`config.mk`:
```
export PLATFORM = sky130hd
export DESIGN_NAME = scancode_set1_to_ascii_decoder_unit
export DESIGN_NICKNAME = d
export VERILOG_FILES = /design/src/hw/rtl/scs1_pkg.sv /design/src/hw/rtl/scs1_queue.sv /design/src/hw/rtl/scs1_front.sv /design/src/hw/rtl/scs1_back.sv /design/src/hw/rtl/scancode_set1_to_ascii_decoder_unit.sv
export VERILOG_INCLUDE_DIRS = /design/src /design/src/hw/rtl
export SDC_FILE = /design/constraint.sdc
export NUM_CORES = 1
export LEC_CHECK = 0
export BUFFER_PORTS_ARGS = -buffer_cell sky130_fd_sc_hd__buf_2
export CELL_PAD_IN_SITES_DETAIL_PLACEMENT = 0
export CELL_PAD_IN_SITES_GLOBAL_PLACEMENT = 1
export CORE_ASPECT_RATIO = 0.6
export CORE_MARGIN = 8
export CORE_UTILIZATION = 40
export CTS_CLUSTER_SIZE = 10
export DETAILED_ROUTE_END_ITERATION = 8
export PLACE_DENSITY = 0.74
export SYNTH_ARGS = -nofsm -noshare
export SYNTH_HDL_FRONTEND = slang
export SYNTH_SLANG_ARGS = --single-unit
export TNS_END_PERCENT = 10
```
`constraint.sdc`:
```
create_clock -name clk -period 10.37 [get_ports clk]
set_clock_uncertainty 0.1 [all_clocks]
set_input_delay 1.5555 -clock clk [delete_from_list [all_inputs] [get_ports clk]]
set_output_delay 1.5555 -clock clk [all_outputs]
set_load 0.005 [all_outputs]
```
`src/hw/rtl/assert_macros.svh`:
```
// Assertion macros for the decoder RTL.
`ifndef ASSERT_MACROS_SVH
`define ASSERT_MACROS_SVH

`ifndef NO_ASSERTIONS

// Check a plain property on every rising clock edge outside reset.
`define SCS1_ASSERT(lbl, clk, rst_n, expr) \
  lbl: assert property (@(posedge clk) disable iff (!rst_n) (expr)) \
    else $error("scs1 assertion failed");

// Check that a condition implies a consequence in the same cycle.
`define SCS1_ASSERT_IMP(lbl, clk, rst_n, ante, cons) \
  lbl: assert property (@(posedge clk) disable iff (!rst_n) (ante) |-> (cons)) \
    else $error("scs1 implication failed");

// Check that a condition implies a consequence in the next cycle.
`define SCS1_ASSERT_NXT(lbl, clk, rst_n, ante, cons) \
  lbl: assert property (@(posedge clk) disable iff (!rst_n) (ante) |=> (cons)) \
    else $error("scs1 next-cycle check failed");

`else

`define SCS1_ASSERT(lbl, clk, rst_n, expr)
`define SCS1_ASSERT_IMP(lbl, clk, rst_n, ante, cons)
`define SCS1_ASSERT_NXT(lbl, clk, rst_n, ante, cons)

`endif

`endif

```
`src/hw/rtl/scs1_pkg.sv`:
```
// Shared types, constants and key tables of the scan code set 1 decoder.
package scs1_pkg;

  // Special scan codes
  localparam logic [7:0] SC_EXT_PREFIX   = 8'hE0;
  localparam logic [7:0] SC_BREAK_BIT    = 8'h80;
  localparam logic [7:0] SC_ARROW_UP     = 8'h48;
  localparam logic [7:0] SC_ARROW_DOWN   = 8'h50;
  localparam logic [7:0] SC_ARROW_LEFT   = 8'h4B;
  localparam logic [7:0] SC_ARROW_RIGHT  = 8'h4D;
  localparam logic [7:0] SC_LSHIFT_MAKE  = 8'h2A;
  localparam logic [7:0] SC_RSHIFT_MAKE  = 8'h36;
  localparam logic [7:0] SC_LSHIFT_BREAK = 8'hAA;
  localparam logic [7:0] SC_RSHIFT_BREAK = 8'hB6;
  localparam logic [7:0] SC_LCTRL_MAKE   = 8'h1D;
  localparam logic [7:0] SC_LCTRL_BREAK  = 8'h9D;
  localparam logic [7:0] SC_CAPS_MAKE    = 8'h3A;
  localparam logic [7:0] TABLE_LEN       = 8'd58;

  localparam logic [7:0] CHAR_ETX = 8'h03;

  // Configuration port
  localparam int unsigned CFG_INDEX_W = 3;
  localparam int unsigned CFG_DATA_W  = 8;
  localparam logic [CFG_INDEX_W-1:0] CFG_ARROW_UP    = 3'd0;
  localparam logic [CFG_INDEX_W-1:0] CFG_ARROW_DOWN  = 3'd1;
  localparam logic [CFG_INDEX_W-1:0] CFG_ARROW_LEFT  = 3'd2;
  localparam logic [CFG_INDEX_W-1:0] CFG_ARROW_RIGHT = 3'd3;

  localparam logic [7:0] ARROW_UP_RESET    = 8'd128;
  localparam logic [7:0] ARROW_DOWN_RESET  = 8'd129;
  localparam logic [7:0] ARROW_LEFT_RESET  = 8'd130;
  localparam logic [7:0] ARROW_RIGHT_RESET = 8'd131;

  // Queue between front and back
  localparam int unsigned QUEUE_DEPTH = 2;
  localparam int unsigned QUEUE_PTR_W = $clog2(QUEUE_DEPTH);
  localparam int unsigned QUEUE_CNT_W = $clog2(QUEUE_DEPTH + 1);

  typedef enum logic [1:0] {
    ARROW_UP    = 2'd0,
    ARROW_DOWN  = 2'd1,
    ARROW_LEFT  = 2'd2,
    ARROW_RIGHT = 2'd3
  } arrow_sel_t;

  // One classified key request for the back end
  typedef struct packed {
    logic       is_arrow;
    arrow_sel_t arrow_sel;
    logic [5:0] idx;
    logic       shift;
    logic       caps;
    logic       ctrl;
  } cmd_t;

  typedef struct packed {
    logic push;
    cmd_t cmd;
  } fe_req_t;

  typedef struct packed {
    logic valid;
    cmd_t cmd;
  } q_head_t;

  // US layout, unshifted
  function automatic logic [7:0] lower_map(input logic [5:0] idx);
    logic [7:0] c;
    case (idx)
      6'd1:  c = 8'h1B; 6'd2:  c = 8'h31; 6'd3:  c = 8'h32; 6'd4:  c = 8'h33;
      6'd5:  c = 8'h34; 6'd6:  c = 8'h35; 6'd7:  c = 8'h36; 6'd8:  c = 8'h37;
      6'd9:  c = 8'h38; 6'd10: c = 8'h39; 6'd11: c = 8'h30; 6'd12: c = 8'h2D;
      6'd13: c = 8'h3D; 6'd14: c = 8'h08; 6'd15: c = 8'h09; 6'd16: c = 8'h71;
      6'd17: c = 8'h77; 6'd18: c = 8'h65; 6'd19: c = 8'h72; 6'd20: c = 8'h74;
      6'd21: c = 8'h79; 6'd22: c = 8'h75; 6'd23: c = 8'h69; 6'd24: c = 8'h6F;
      6'd25: c = 8'h70; 6'd26: c = 8'h5B; 6'd27: c = 8'h5D; 6'd28: c = 8'h0A;
      6'd30: c = 8'h61; 6'd31: c = 8'h73; 6'd32: c = 8'h64; 6'd33: c = 8'h66;
      6'd34: c = 8'h67; 6'd35: c = 8'h68; 6'd36: c = 8'h6A; 6'd37: c = 8'h6B;
      6'd38: c = 8'h6C; 6'd39: c = 8'h3B; 6'd40: c = 8'h27; 6'd41: c = 8'h60;
      6'd43: c = 8'h5C; 6'd44: c = 8'h7A; 6'd45: c = 8'h78; 6'd46: c = 8'h63;
      6'd47: c = 8'h76; 6'd48: c = 8'h62; 6'd49: c = 8'h6E; 6'd50: c = 8'h6D;
      6'd51: c = 8'h2C; 6'd52: c = 8'h2E; 6'd53: c = 8'h2F; 6'd55: c = 8'h2A;
      6'd57: c = 8'h20;
      default: c = 8'h00;
    endcase
    return c;
  endfunction

  // US layout, shifted
  function automatic logic [7:0] upper_map(input logic [5:0] idx);
    logic [7:0] c;
    case (idx)
      6'd1:  c = 8'h1B; 6'd2:  c = 8'h21; 6'd3:  c = 8'h40; 6'd4:  c = 8'h23;
      6'd5:  c = 8'h24; 6'd6:  c = 8'h25; 6'd7:  c = 8'h5E; 6'd8:  c = 8'h26;
      6'd9:  c = 8'h2A; 6'd10: c = 8'h28; 6'd11: c = 8'h29; 6'd12: c = 8'h5F;
      6'd13: c = 8'h2B; 6'd14: c = 8'h08; 6'd15: c = 8'h09; 6'd16: c = 8'h51;
      6'd17: c = 8'h57; 6'd18: c = 8'h45; 6'd19: c = 8'h52; 6'd20: c = 8'h54;
      6'd21: c = 8'h59; 6'd22: c = 8'h55; 6'd23: c = 8'h49; 6'd24: c = 8'h4F;
      6'd25: c = 8'h50; 6'd26: c = 8'h7B; 6'd27: c = 8'h7D; 6'd28: c = 8'h0A;
      6'd30: c = 8'h41; 6'd31: c = 8'h53; 6'd32: c = 8'h44; 6'd33: c = 8'h46;
      6'd34: c = 8'h47; 6'd35: c = 8'h48; 6'd36: c = 8'h4A; 6'd37: c = 8'h4B;
      6'd38: c = 8'h4C; 6'd39: c = 8'h3A; 6'd40: c = 8'h22; 6'd41: c = 8'h7E;
      6'd43: c = 8'h7C; 6'd44: c = 8'h5A; 6'd45: c = 8'h58; 6'd46: c = 8'h43;
      6'd47: c = 8'h56; 6'd48: c = 8'h42; 6'd49: c = 8'h4E; 6'd50: c = 8'h4D;
      6'd51: c = 8'h3C; 6'd52: c = 8'h3E; 6'd53: c = 8'h3F; 6'd55: c = 8'h2A;
      6'd57: c = 8'h20;
      default: c = 8'h00;
    endcase
    return c;
  endfunction

endpackage

```
`src/hw/rtl/scs1_queue.sv`:
```
// Two-entry request queue between the decoder front and back ends.
`include "assert_macros.svh"

module scs1_queue (
  input  logic              clk,
  input  logic              rst_n,
  input  scs1_pkg::fe_req_t req,
  output logic              full,
  output scs1_pkg::q_head_t head,
  input  logic              pop
);
  import scs1_pkg::*;

  cmd_t                   mem_r [QUEUE_DEPTH];
  logic [QUEUE_PTR_W-1:0] wr_ptr_r, wr_ptr_nxt;
  logic [QUEUE_PTR_W-1:0] rd_ptr_r, rd_ptr_nxt;
  logic [QUEUE_CNT_W-1:0] count_r, count_nxt;
  logic                   do_push;
  logic                   do_pop;

  assign full       = (count_r == QUEUE_CNT_W'(QUEUE_DEPTH));
  assign head.valid = (count_r != '0);
  assign head.cmd   = mem_r[rd_ptr_r];

  assign do_push = req.push && !full;
  assign do_pop  = pop && head.valid;

  // Advance pointers and occupancy
  always_comb begin
    wr_ptr_nxt = wr_ptr_r;
    rd_ptr_nxt = rd_ptr_r;
    count_nxt  = count_r;
    if (do_push) begin
      wr_ptr_nxt = (wr_ptr_r == QUEUE_PTR_W'(QUEUE_DEPTH - 1)) ? '0 : wr_ptr_r + 1'b1;
    end
    if (do_pop) begin
      rd_ptr_nxt = (rd_ptr_r == QUEUE_PTR_W'(QUEUE_DEPTH - 1)) ? '0 : rd_ptr_r + 1'b1;
    end
    if (do_push && !do_pop) begin
      count_nxt = count_r + 1'b1;
    end else if (do_pop && !do_push) begin
      count_nxt = count_r - 1'b1;
    end
  end

  always_ff @(posedge clk) begin
    if (!rst_n) begin
      wr_ptr_r <= '0;
      rd_ptr_r <= '0;
      count_r  <= '0;
    end else begin
      wr_ptr_r <= wr_ptr_nxt;
      rd_ptr_r <= rd_ptr_nxt;
      count_r  <= count_nxt;
    end
  end

  // Store the request payload
  always_ff @(posedge clk) begin
    if (do_push) begin
      mem_r[wr_ptr_r] <= req.cmd;
    end
  end

  `SCS1_ASSERT(a_count_bound, clk, rst_n, count_r <= QUEUE_CNT_W'(QUEUE_DEPTH))
  `SCS1_ASSERT_IMP(a_no_overflow, clk, rst_n, req.push, !full)
  `SCS1_ASSERT_NXT(a_count_up, clk, rst_n, do_push && !do_pop,
                   count_r == $past(count_r) + 1'b1)
  `SCS1_ASSERT_NXT(a_count_down, clk, rst_n, do_pop && !do_push,
                   count_r == $past(count_r) - 1'b1)

endmodule

```
`src/hw/rtl/scs1_front.sv`:
```
// Front end: accepts scan bytes, tracks prefix and modifiers, classifies keys.
module scs1_front (
  input  logic              clk,
  input  logic              rst_n,
  input  logic              in_valid,
  output logic              in_ready,
  input  logic [7:0]        in_scan_byte,
  input  logic              q_full,
  output scs1_pkg::fe_req_t req
);
  import scs1_pkg::*;

  logic ext_r, ext_nxt;
  logic shift_r, shift_nxt;
  logic ctrl_r, ctrl_nxt;
  logic caps_r, caps_nxt;
  logic accept;
  logic want_push;
  logic is_arrow;
  arrow_sel_t arrow_sel;

  assign in_ready = !q_full;
  assign accept   = in_valid && in_ready;

  // Classify the byte and work out the next modifier state
  always_comb begin
    ext_nxt   = ext_r;
    shift_nxt = shift_r;
    ctrl_nxt  = ctrl_r;
    caps_nxt  = caps_r;
    want_push = 1'b0;
    is_arrow  = 1'b0;
    arrow_sel = ARROW_UP;
    if (in_scan_byte == SC_EXT_PREFIX) begin
      ext_nxt = 1'b1;
    end else if (ext_r) begin
      // Extended byte: only arrow makes go on, modifiers are ignored
      ext_nxt  = 1'b0;
      is_arrow = 1'b1;
      case (in_scan_byte)
        SC_ARROW_UP: begin
          want_push = 1'b1;
          arrow_sel = ARROW_UP;
        end
        SC_ARROW_DOWN: begin
          want_push = 1'b1;
          arrow_sel = ARROW_DOWN;
        end
        SC_ARROW_LEFT: begin
          want_push = 1'b1;
          arrow_sel = ARROW_LEFT;
        end
        SC_ARROW_RIGHT: begin
          want_push = 1'b1;
          arrow_sel = ARROW_RIGHT;
        end
        default: want_push = 1'b0;
      endcase
    end else begin
      case (in_scan_byte) inside
        SC_LSHIFT_MAKE, SC_RSHIFT_MAKE:   shift_nxt = 1'b1;
        SC_LSHIFT_BREAK, SC_RSHIFT_BREAK: shift_nxt = 1'b0;
        SC_LCTRL_MAKE:                    ctrl_nxt  = 1'b1;
        SC_LCTRL_BREAK:                   ctrl_nxt  = 1'b0;
        SC_CAPS_MAKE:                     caps_nxt  = !caps_r;
        default: begin
          want_push = ((in_scan_byte & SC_BREAK_BIT) == 8'h00) &&
                      (in_scan_byte < TABLE_LEN);
        end
      endcase
    end
  end

  // Drive the request to the queue
  assign req.push          = accept && want_push;
  assign req.cmd.is_arrow  = is_arrow;
  assign req.cmd.arrow_sel = arrow_sel;
  assign req.cmd.idx       = in_scan_byte[5:0];
  assign req.cmd.shift     = shift_r;
  assign req.cmd.caps      = caps_r;
  assign req.cmd.ctrl      = ctrl_r;

  // Update state only on an accepted byte
  always_ff @(posedge clk) begin
    if (!rst_n) begin
      ext_r   <= 1'b0;
      shift_r <= 1'b0;
      ctrl_r  <= 1'b0;
      caps_r  <= 1'b0;
    end else if (accept) begin
      ext_r   <= ext_nxt;
      shift_r <= shift_nxt;
      ctrl_r  <= ctrl_nxt;
      caps_r  <= caps_nxt;
    end
  end

endmodule

```
`src/hw/rtl/scs1_back.sv`:
```
// Back end: arrow code registers, key table lookup and the output register.
module scs1_back (
  input  logic                                 clk,
  input  logic                                 rst_n,
  input  logic                                 cfg_we,
  input  logic [scs1_pkg::CFG_INDEX_W-1:0]     cfg_index,
  input  logic [scs1_pkg::CFG_DATA_W-1:0]      cfg_wdata,
  input  scs1_pkg::q_head_t                    head,
  output logic                                 pop,
  output logic                                 out_valid,
  input  logic                                 out_ready,
  output logic [7:0]                           out_character
);
  import scs1_pkg::*;

  logic [7:0] arrow_code_r [4];
  logic       out_valid_r, out_valid_nxt;
  logic [7:0] out_char_r;
  logic [7:0] lo_c;
  logic [7:0] up_c;
  logic [7:0] key_c;
  logic [7:0] char_c;
  logic       out_free;

  // Hold the arrow codes; writes beyond the list are dropped
  always_ff @(posedge clk) begin
    if (!rst_n) begin
      arrow_code_r[0] <= ARROW_UP_RESET;
      arrow_code_r[1] <= ARROW_DOWN_RESET;
      arrow_code_r[2] <= ARROW_LEFT_RESET;
      arrow_code_r[3] <= ARROW_RIGHT_RESET;
    end else if (cfg_we) begin
      case (cfg_index)
        CFG_ARROW_UP:    arrow_code_r[0] <= cfg_wdata[7:0];
        CFG_ARROW_DOWN:  arrow_code_r[1] <= cfg_wdata[7:0];
        CFG_ARROW_LEFT:  arrow_code_r[2] <= cfg_wdata[7:0];
        CFG_ARROW_RIGHT: arrow_code_r[3] <= cfg_wdata[7:0];
        default: ;
      endcase
    end
  end

  // Look up the character or arrow code, apply caps lock to letters and ctrl-C
  always_comb begin
    lo_c = lower_map(head.cmd.idx);
    up_c = upper_map(head.cmd.idx);
    if (head.cmd.shift) begin
      key_c = (head.cmd.caps && (up_c inside {[8'h41:8'h5A]})) ? lo_c : up_c;
    end else begin
      key_c = (head.cmd.caps && (lo_c inside {[8'h61:8'h7A]})) ? up_c : lo_c;
    end
    if (head.cmd.ctrl && (key_c == 8'h63 || key_c == 8'h43)) begin
      key_c = CHAR_ETX;
    end
    char_c = head.cmd.is_arrow ? arrow_code_r[head.cmd.arrow_sel] : key_c;
  end

  // Advance the queue when the output register is free; drop zero results
  assign out_free = !out_valid_r || out_ready;
  assign pop      = head.valid && out_free;

  always_comb begin
    out_valid_nxt = out_valid_r;
    if (pop) begin
      out_valid_nxt = (char_c != 8'h00);
    end else if (out_ready) begin
      out_valid_nxt = 1'b0;
    end
  end

  always_ff @(posedge clk) begin
    if (!rst_n) begin
      out_valid_r <= 1'b0;
    end else begin
      out_valid_r <= out_valid_nxt;
    end
  end

  always_ff @(posedge clk) begin
    if (pop) begin
      out_char_r <= char_c;
    end
  end

  assign out_valid     = out_valid_r;
  assign out_character = out_char_r;

endmodule

```
`src/hw/rtl/scancode_set1_to_ascii_decoder_unit.sv`:
```
// Top level of the scan code set 1 to ASCII decoder (US layout).
//
// Takes one scan code set 1 byte per request on the in_ channel and gives at most one
// character on the out_ channel, in order. A new byte is accepted every clock cycle
// while the two-entry queue between the front end and the back end has room; a
// character moves from the queue head into the output register once that register is
// free or being emptied, and is then offered on the out_ channel. Prefix, modifier,
// break and out-of-table bytes are consumed by the front end and give no request;
// table codes with no character are dropped by the back end. The four arrow codes sit
// at configuration indexes 0 to 3 (up, down, left, right); a code of zero suppresses
// that arrow; other indexes ignore writes. Write them only while the decoder is idle.
module scancode_set1_to_ascii_decoder_unit (
  input  logic                             clk,
  input  logic                             rst_n,
  input  logic                             in_valid,
  output logic                             in_ready,
  input  logic [7:0]                       in_scan_byte,
  output logic                             out_valid,
  input  logic                             out_ready,
  output logic [7:0]                       out_character,
  input  logic                             cfg_we,
  input  logic [scs1_pkg::CFG_INDEX_W-1:0] cfg_index,
  input  logic [scs1_pkg::CFG_DATA_W-1:0]  cfg_wdata
);
  import scs1_pkg::*;

  fe_req_t fe_req;
  q_head_t q_head;
  logic    q_full;
  logic    q_pop;

  scs1_front u_front (
    .clk          (clk),
    .rst_n        (rst_n),
    .in_valid     (in_valid),
    .in_ready     (in_ready),
    .in_scan_byte (in_scan_byte),
    .q_full       (q_full),
    .req          (fe_req)
  );

  scs1_queue u_queue (
    .clk   (clk),
    .rst_n (rst_n),
    .req   (fe_req),
    .full  (q_full),
    .head  (q_head),
    .pop   (q_pop)
  );

  scs1_back u_back (
    .clk           (clk),
    .rst_n         (rst_n),
    .cfg_we        (cfg_we),
    .cfg_index     (cfg_index),
    .cfg_wdata     (cfg_wdata),
    .head          (q_head),
    .pop           (q_pop),
    .out_valid     (out_valid),
    .out_ready     (out_ready),
    .out_character (out_character)
  );

endmodule

```
Yosys cells after proc, flatten, opt, wreduce, memory -nomap -nowiden. Memories as Yosys holds them, arrays and structs flattened. A register that Yosys moved wholly into a read port is not among the register bits. Index checks and enable logic that the tools add are counted.

Bits in registers: 17. Bits in latches: 0. Memory bits (writable): 56. Memory bits (read-only): 896. Bits of input ports: 24. Word-level logic and storage cells: 138. Memories kept: 4.

Add/subtract/negate cells: 4. Multiply operators: 0. Div/mod/pow operators: 0. $lt $le $gt $ge: 5. Equal/unequal tests: 18. Shifts and indexed selects: 0. Muxes and demuxes: 54. Bitwise gates (word level): 10. Reduce and logical (&&, ||, !) cells: 34.

Memory list: (name not given) (words 64, bits a word 7, rd ports 1, clocked after memory_dff 0, write ports 0, line scs1_pkg.sv:70) `case (idx)`; (name not given) (words 64, bits a word 7, rd ports 1, clocked after memory_dff 0, write ports 0, line scs1_pkg.sv:93) `case (idx)`; u_back.arrow_code_r (words 4, bits a word 8, rd ports 1, clocked after memory_dff 0, write ports 4, line scs1_back.sv:16) `logic [7:0] arrow_code_r [4];`; u_queue.mem_r (words 2, bits a word 12, rd ports 1, clocked after memory_dff 1, write ports 1, line scs1_queue.sv:14) `cmd_t mem_r [QUEUE_DEPTH];`.

Operator list (number): 2-to-1 mux 8 bit (9); == test 8 x 7 -> 1 bit, second input constant (6); 2-to-1 mux 1 bit (40); == test 8 bit, second input constant (4); == test 8 x 6 -> 1 bit, second input constant (3); >= comparator 8 x 7 -> 1 bit, second input constant (2); less-or-equal comparator 8 x 7 -> 1 bit, second input constant (2); logical AND 1 bit (13); nonzero test 2 bit (5); == test 8 x 5 -> 1 bit, second input constant (1); logical NOT 8 bit (1); < comparator 8 x 6 -> 1 bit, second input constant (1); 2-to-1 mux 2 bit (4); AND reduction 8 bit (1); nonzero test 8 bit (1); == test 3 x 2 -> 1 bit, second input constant (2); inverter 1 bit (6); case mux 2 bit (3 select lines) (1); AND reduction 6 bit (1); logical NOT 1 bit (5); bitwise OR 1 bit (4); AND reduction 4 bit (1); OR reduction 2 bit (2); OR reduction 4 bit (1); other kinds (7) (9).

Logic depth before layout (Yosys ltp).
Depth in word-level cells: 15. Mapped depth: 16. Mapped depth without buffers: 14.

By module. A second synthesis with hierarchy kept.

Cell total of the unflattened synthesis: 465. Area, all modules: 4931.0 µm².

Modules (own cells, without submodules): scs1_back (instances 1, cells an instance 337, area each 3345.7 µm², seq. area each 1221.2 µm²); scs1_queue (instances 1, cells an instance 62, area each 1097.3 µm², seq. area each 820.8 µm²); scs1_front (instances 1, cells an instance 66, area each 488.0 µm², seq. area each 80.1 µm²).

Worst setup path after synthesis. Ideal clock, no wire load.

Path type: register -> register. Start point: register (tool-made name). End point: register u_back.out_char_r[5], in the netlist u_back.out_character[5], data pin. Arrival: 3917 ps. Slack: 6094 ps. Stages on the path, launching flop included: 16. Path through: dfxtp_1 buf_6 mux2i_4 inv_2 ha_1 clkbuf_1 inv_1 o21ai_0 mux4_2 a221o_1 o41a_1 o221ai_2 inv_2 or4_1 o22a_1 o31a_1.

RTL lines: end signal: assignment (line scs1_back.sv:81) `out_char_r <= char_c;`; end: declaration (line scs1_back.sv:18) `logic [7:0] out_char_r;`.

==> results.cfg <==
[power]
combPwrFrac_pct = 41.8
p_sw_share_pct = 37.59
power.switching_uw = 431.8
internal_power_uw = 716.8
power.density_nw_per_um2 = 207.4
p_leak_nw = 2.011
p_clk_share_pct = 24.6
peakVddDrop_mv = 0.1095
seq_power_share_pct = 33.6

[placed_design]
placed_area_um2 = 5269
portBuffers = 33
gp_congestion = 0.9367
dp_slack_ns = 5.454
dp.final_hpwl_um = 10060
dp_cells = 660

[clock_tree]
holdBufCountCts = 0
cts.htree.levels = 3
cts_tree = built
clk_latency_ns = 0.33
cts_buffer_depth = 2
postCtsResizedCells = 0
path_clk_slew_ns = 0.06
numCtsBuffers = 9
cts_sinks = 74
cts_root_buffer = clkbuf_16
cts_setup_buffers = 0

[worst_hold_path]
min-delay-start = u_front.shift_r$_SDFFE_PN0P_
hold_class = flip-flop to flip-flop
hold_depth = 0
min_to = u_queue.mem_r[0][2]$_DFFE_PP_

[cells_and_area]
nets = 543
utilization_pct = 45.92
num-fill-cells = 1140
fin_cells = 676
drive_gt1_share_pct = 18.00
multi_input_area_um2 = 2629
syn2layout_area_growth_pct = 12.08
seqCellArea_um2 = 2122
num_antenna_cells = 0
final_cell_area_um2 = 5539

[synth]
synth_seq_cells = 74
ys_seq_area_share_pct = 42.94
synth_cell_type_count = 70
avgSynthCellArea_um2 = 10.38
synth_nets = 513
syn-cell-area_um2 = 4942
async_flop_share_pct = 0
netlist_instances = 476
yosys_warnings = 0
synth_flop_cell = edfxtp_1
synth-edff-count = 64

[timing]
worst_slack_ns = 5.394
fin_tns_setup_ns = 0
clock.fmax_mhz = 201.0
tightest_slew_ns = 1.126
hold_violations = 0
setup_viol = 0
fin_crit_ns = 4.976
final_max_slew_viol_count = 0
timing.final.crit_share_pct = 47.98
rsz0062_at_grt = no
relSlewSlack_pct = 24.76

[setup_path]
cp_common_cell = inv_2
worstPathArrival_ns = 4.96
reg2reg_slack_ns = 5.39
cp_max_fo = 25
endpoint_kind = flip-flop
start_kind = flip-flop
path_cells = buf_4 > mux2i_4 > inv_2 > ha_1 > inv_1 > o21ai_0 > mux4_2 > a221o_1 > o41a_1 > o221ai_2 > inv_2 > or4_1 > o22a_1 > o31a_1
path_delay_family = compound AO/OA/AOI/OAI gates
reg2reg_to = u_back.out_character[5]$_DFFE_PP_
r2r_cells = 14
critPathKind = flip-flop to flip-flop
cp_slowest_cell = mux2i_4
worst-path-buf-inv = 4
cpPeakStageDelay_ns = 0.55
required_ns = 10.35

[flow_run]
drv_cap = 0

[floorplan]
core_area_um2 = 12060
start_util_pct = 40.97
die-area_um2 = 16290
num_rows = 31
die_w_um = 159.5
fp.dieH_um = 102.1
ios = 34

[drt]
drc = 0
wirelength_um = 13460
initialDrtViolationCount = 425
via_per_inst = 6.049
wl_per_cell_um = 19.91
vias = 4089
ant_nets = 0
first_pass_iters = 5

[global_routing]
grt_max_degree = 34
grt-ovfl-total = 0
antenna_found_initial = 0
grt_first_pass_wirelength_um = 21000
grt_pass1_vias = 3648
grtUsageTotal_pct = 16.45

[outcome]
status = complete, no violations
registers in the layout (all words and copies together) (netlist names), named ones only:
| name | flops |
|---|---|
| u_front.ctrl_r | 1 |
| u_queue.rd_ptr_r | 1 |
| u_front.ext_r | 1 |
| u_queue.count_r | 2 |
| u_queue.wr_ptr_r | 1 |
| u_queue.mem_r | 24 |
| u_front.caps_r | 1 |
| u_front.shift_r | 1 |
| u_back.out_character | 8 |
| u_back.arrow_code_r | 32 |
| u_back.out_valid | 1 |
layout make-up:
class                      count  share of cell area (%)
multi-input combinational    360                   47.46
sequential                    74                   38.31
timing repair buffer          44                   4.473
clock buffer                  10                   4.134
tap                          165                   3.727
inverter                      17                   1.152
clock inverter                 6                  0.7454
worst reg2reg max path: stages, from the launching register on:
cell,delay [ns]
dfxtp_1,0.31
buf_4,0.34
mux2i_4,0.56
inv_2,0.21
ha_1,0.36
inv_1,0.13
o21ai_0,0.08
mux4_2,0.48
a221o_1,0.41
o41a_1,0.47
o221ai_2,0.25
inv_2,0.09
or4_1,0.41
o22a_1,0.25
o31a_1,0.28
stage by stage:
stage	power, mW	hold WS, ns
after floorplan	0.7278	0.3263
after global placement	0.8651	0.3683
after detailed placement	0.8622	0.3740
after CTS	1.144	0.3924
after global routing	1.205	0.4081
final	1.149	0.3880
worst max-delay path by stage:
stage	from	end	slack, ns	cells after the start
2_1_floorplan	flip-flop	u_back.out_character[5]$_DFFE_PP_	6.09	15
5_1_grt	flip-flop	u_back.out_character[6]$_DFFE_PP_	5.15	15
4_1_cts	flip-flop	u_back.out_character[5]$_DFFE_PP_	5.43	14
3_3_place_gp	flip-flop	u_back.out_character[5]$_DFFE_PP_	5.56	14
3_5_place_dp	flip-flop	u_back.out_character[5]$_DFFE_PP_	5.45	14
6_report	flip-flop	u_back.out_character[5]$_DFFE_PP_	5.39	14
power groups by stage:
| stage | clock, mW | combinational [mW] | sequential (mW) |
|---|---|---|---|
| 2_1_floorplan | 0 | 0.339 | 0.389 |
| 3_3_place_gp | 0 | 0.475 | 0.390 |
| 3_5_place_dp | 0 | 0.470 | 0.392 |
| 4_1_cts | 0.285 | 0.473 | 0.386 |
| 5_1_grt | 0.296 | 0.519 | 0.389 |
| 6_report | 0.283 | 0.480 | 0.386 |
kinds of logic (layout without fill, tap and decap cells):
logic type,Yosys count,in the layout,share of synthesized area [%]
flip-flops,74,74,42.94
buffers and inverters,42,77,3.949
adder cells (fa/ha/maj),13,13,3.291
XOR/XNOR,9,9,1.595
multiplexers,46,46,12.81
AO/OA/AOI/OAI,123,123,17.90
AND/OR/NAND/NOR,169,169,17.52
metal layers:
metal | vias to the layer above | wire, µm | global-route usage (%)
li1 | 1901 | - | -
met1 | 1999 | 7110 | 26.31
met2 | 176 | 5159 | 21.02
met3 | 13 | 1063 | 4.264
met4 | 0 | 126 | 3.172
met5 | - | 0 | 0
cell usage in the layout (no fill, tap or decap), drive strengths merged, types with 4 or more instances in the layout:
cell type	n
edfxtp	64
buf	44
nor2	38
nand2	30
and2	30
mux2i	29
o21ai	24
nand3	19
a21oi	18
inv	18
or3	14
ha	13
mux4	11
dfxtp	10
clkbuf	10
nand2b	8
nor2b	8
xnor2	8
o31ai	8
nor3	7
a31oi	7
nor4	6
a21o	6
mux2	6
o211ai	5
o22ai	5
or2	4
synthesized netlist by cell type, types with 3 or more instances:
| master | instances | area, µm² |
|---|---|---|
| nor2_1 | 36 | 135.1 |
| mux2_2 | 4 | 45.04 |
| clkbuf_1 | 7 | 26.28 |
| nand2b_1 | 8 | 50.05 |
| o32ai_1 | 3 | 26.28 |
| dfxtp_1 | 10 | 200.2 |
| o31a_1 | 3 | 26.28 |
| a31oi_1 | 7 | 43.79 |
| o21ai_0 | 24 | 120.1 |
| edfxtp_1 | 64 | 1922 |
| nand2_1 | 30 | 112.6 |
| or3_1 | 14 | 87.58 |
| nor4_1 | 6 | 37.54 |
| a21o_1 | 6 | 45.04 |
| a211oi_1 | 3 | 22.52 |
| o211ai_1 | 5 | 37.54 |
| inv_2 | 4 | 15.01 |
| o31ai_1 | 8 | 60.06 |
| mux2i_1 | 26 | 260.3 |
| nor3_1 | 7 | 35.03 |
| a21oi_1 | 18 | 90.09 |
| a221o_1 | 3 | 30.03 |
| nand3_1 | 19 | 95.09 |
| nor2b_1 | 8 | 50.05 |
| o311a_1 | 3 | 30.03 |
| and2_1 | 30 | 187.7 |
| ha_1 | 13 | 162.7 |
| or2_2 | 4 | 25.02 |
| mux4_2 | 11 | 247.7 |
| buf_2 | 12 | 60.06 |
| inv_1 | 13 | 48.80 |
| o22ai_1 | 5 | 31.28 |
| a21boi_0 | 3 | 22.52 |
| a311oi_1 | 3 | 26.28 |
| xnor2_1 | 8 | 70.07 |
(Power assumes the default switching activity.)
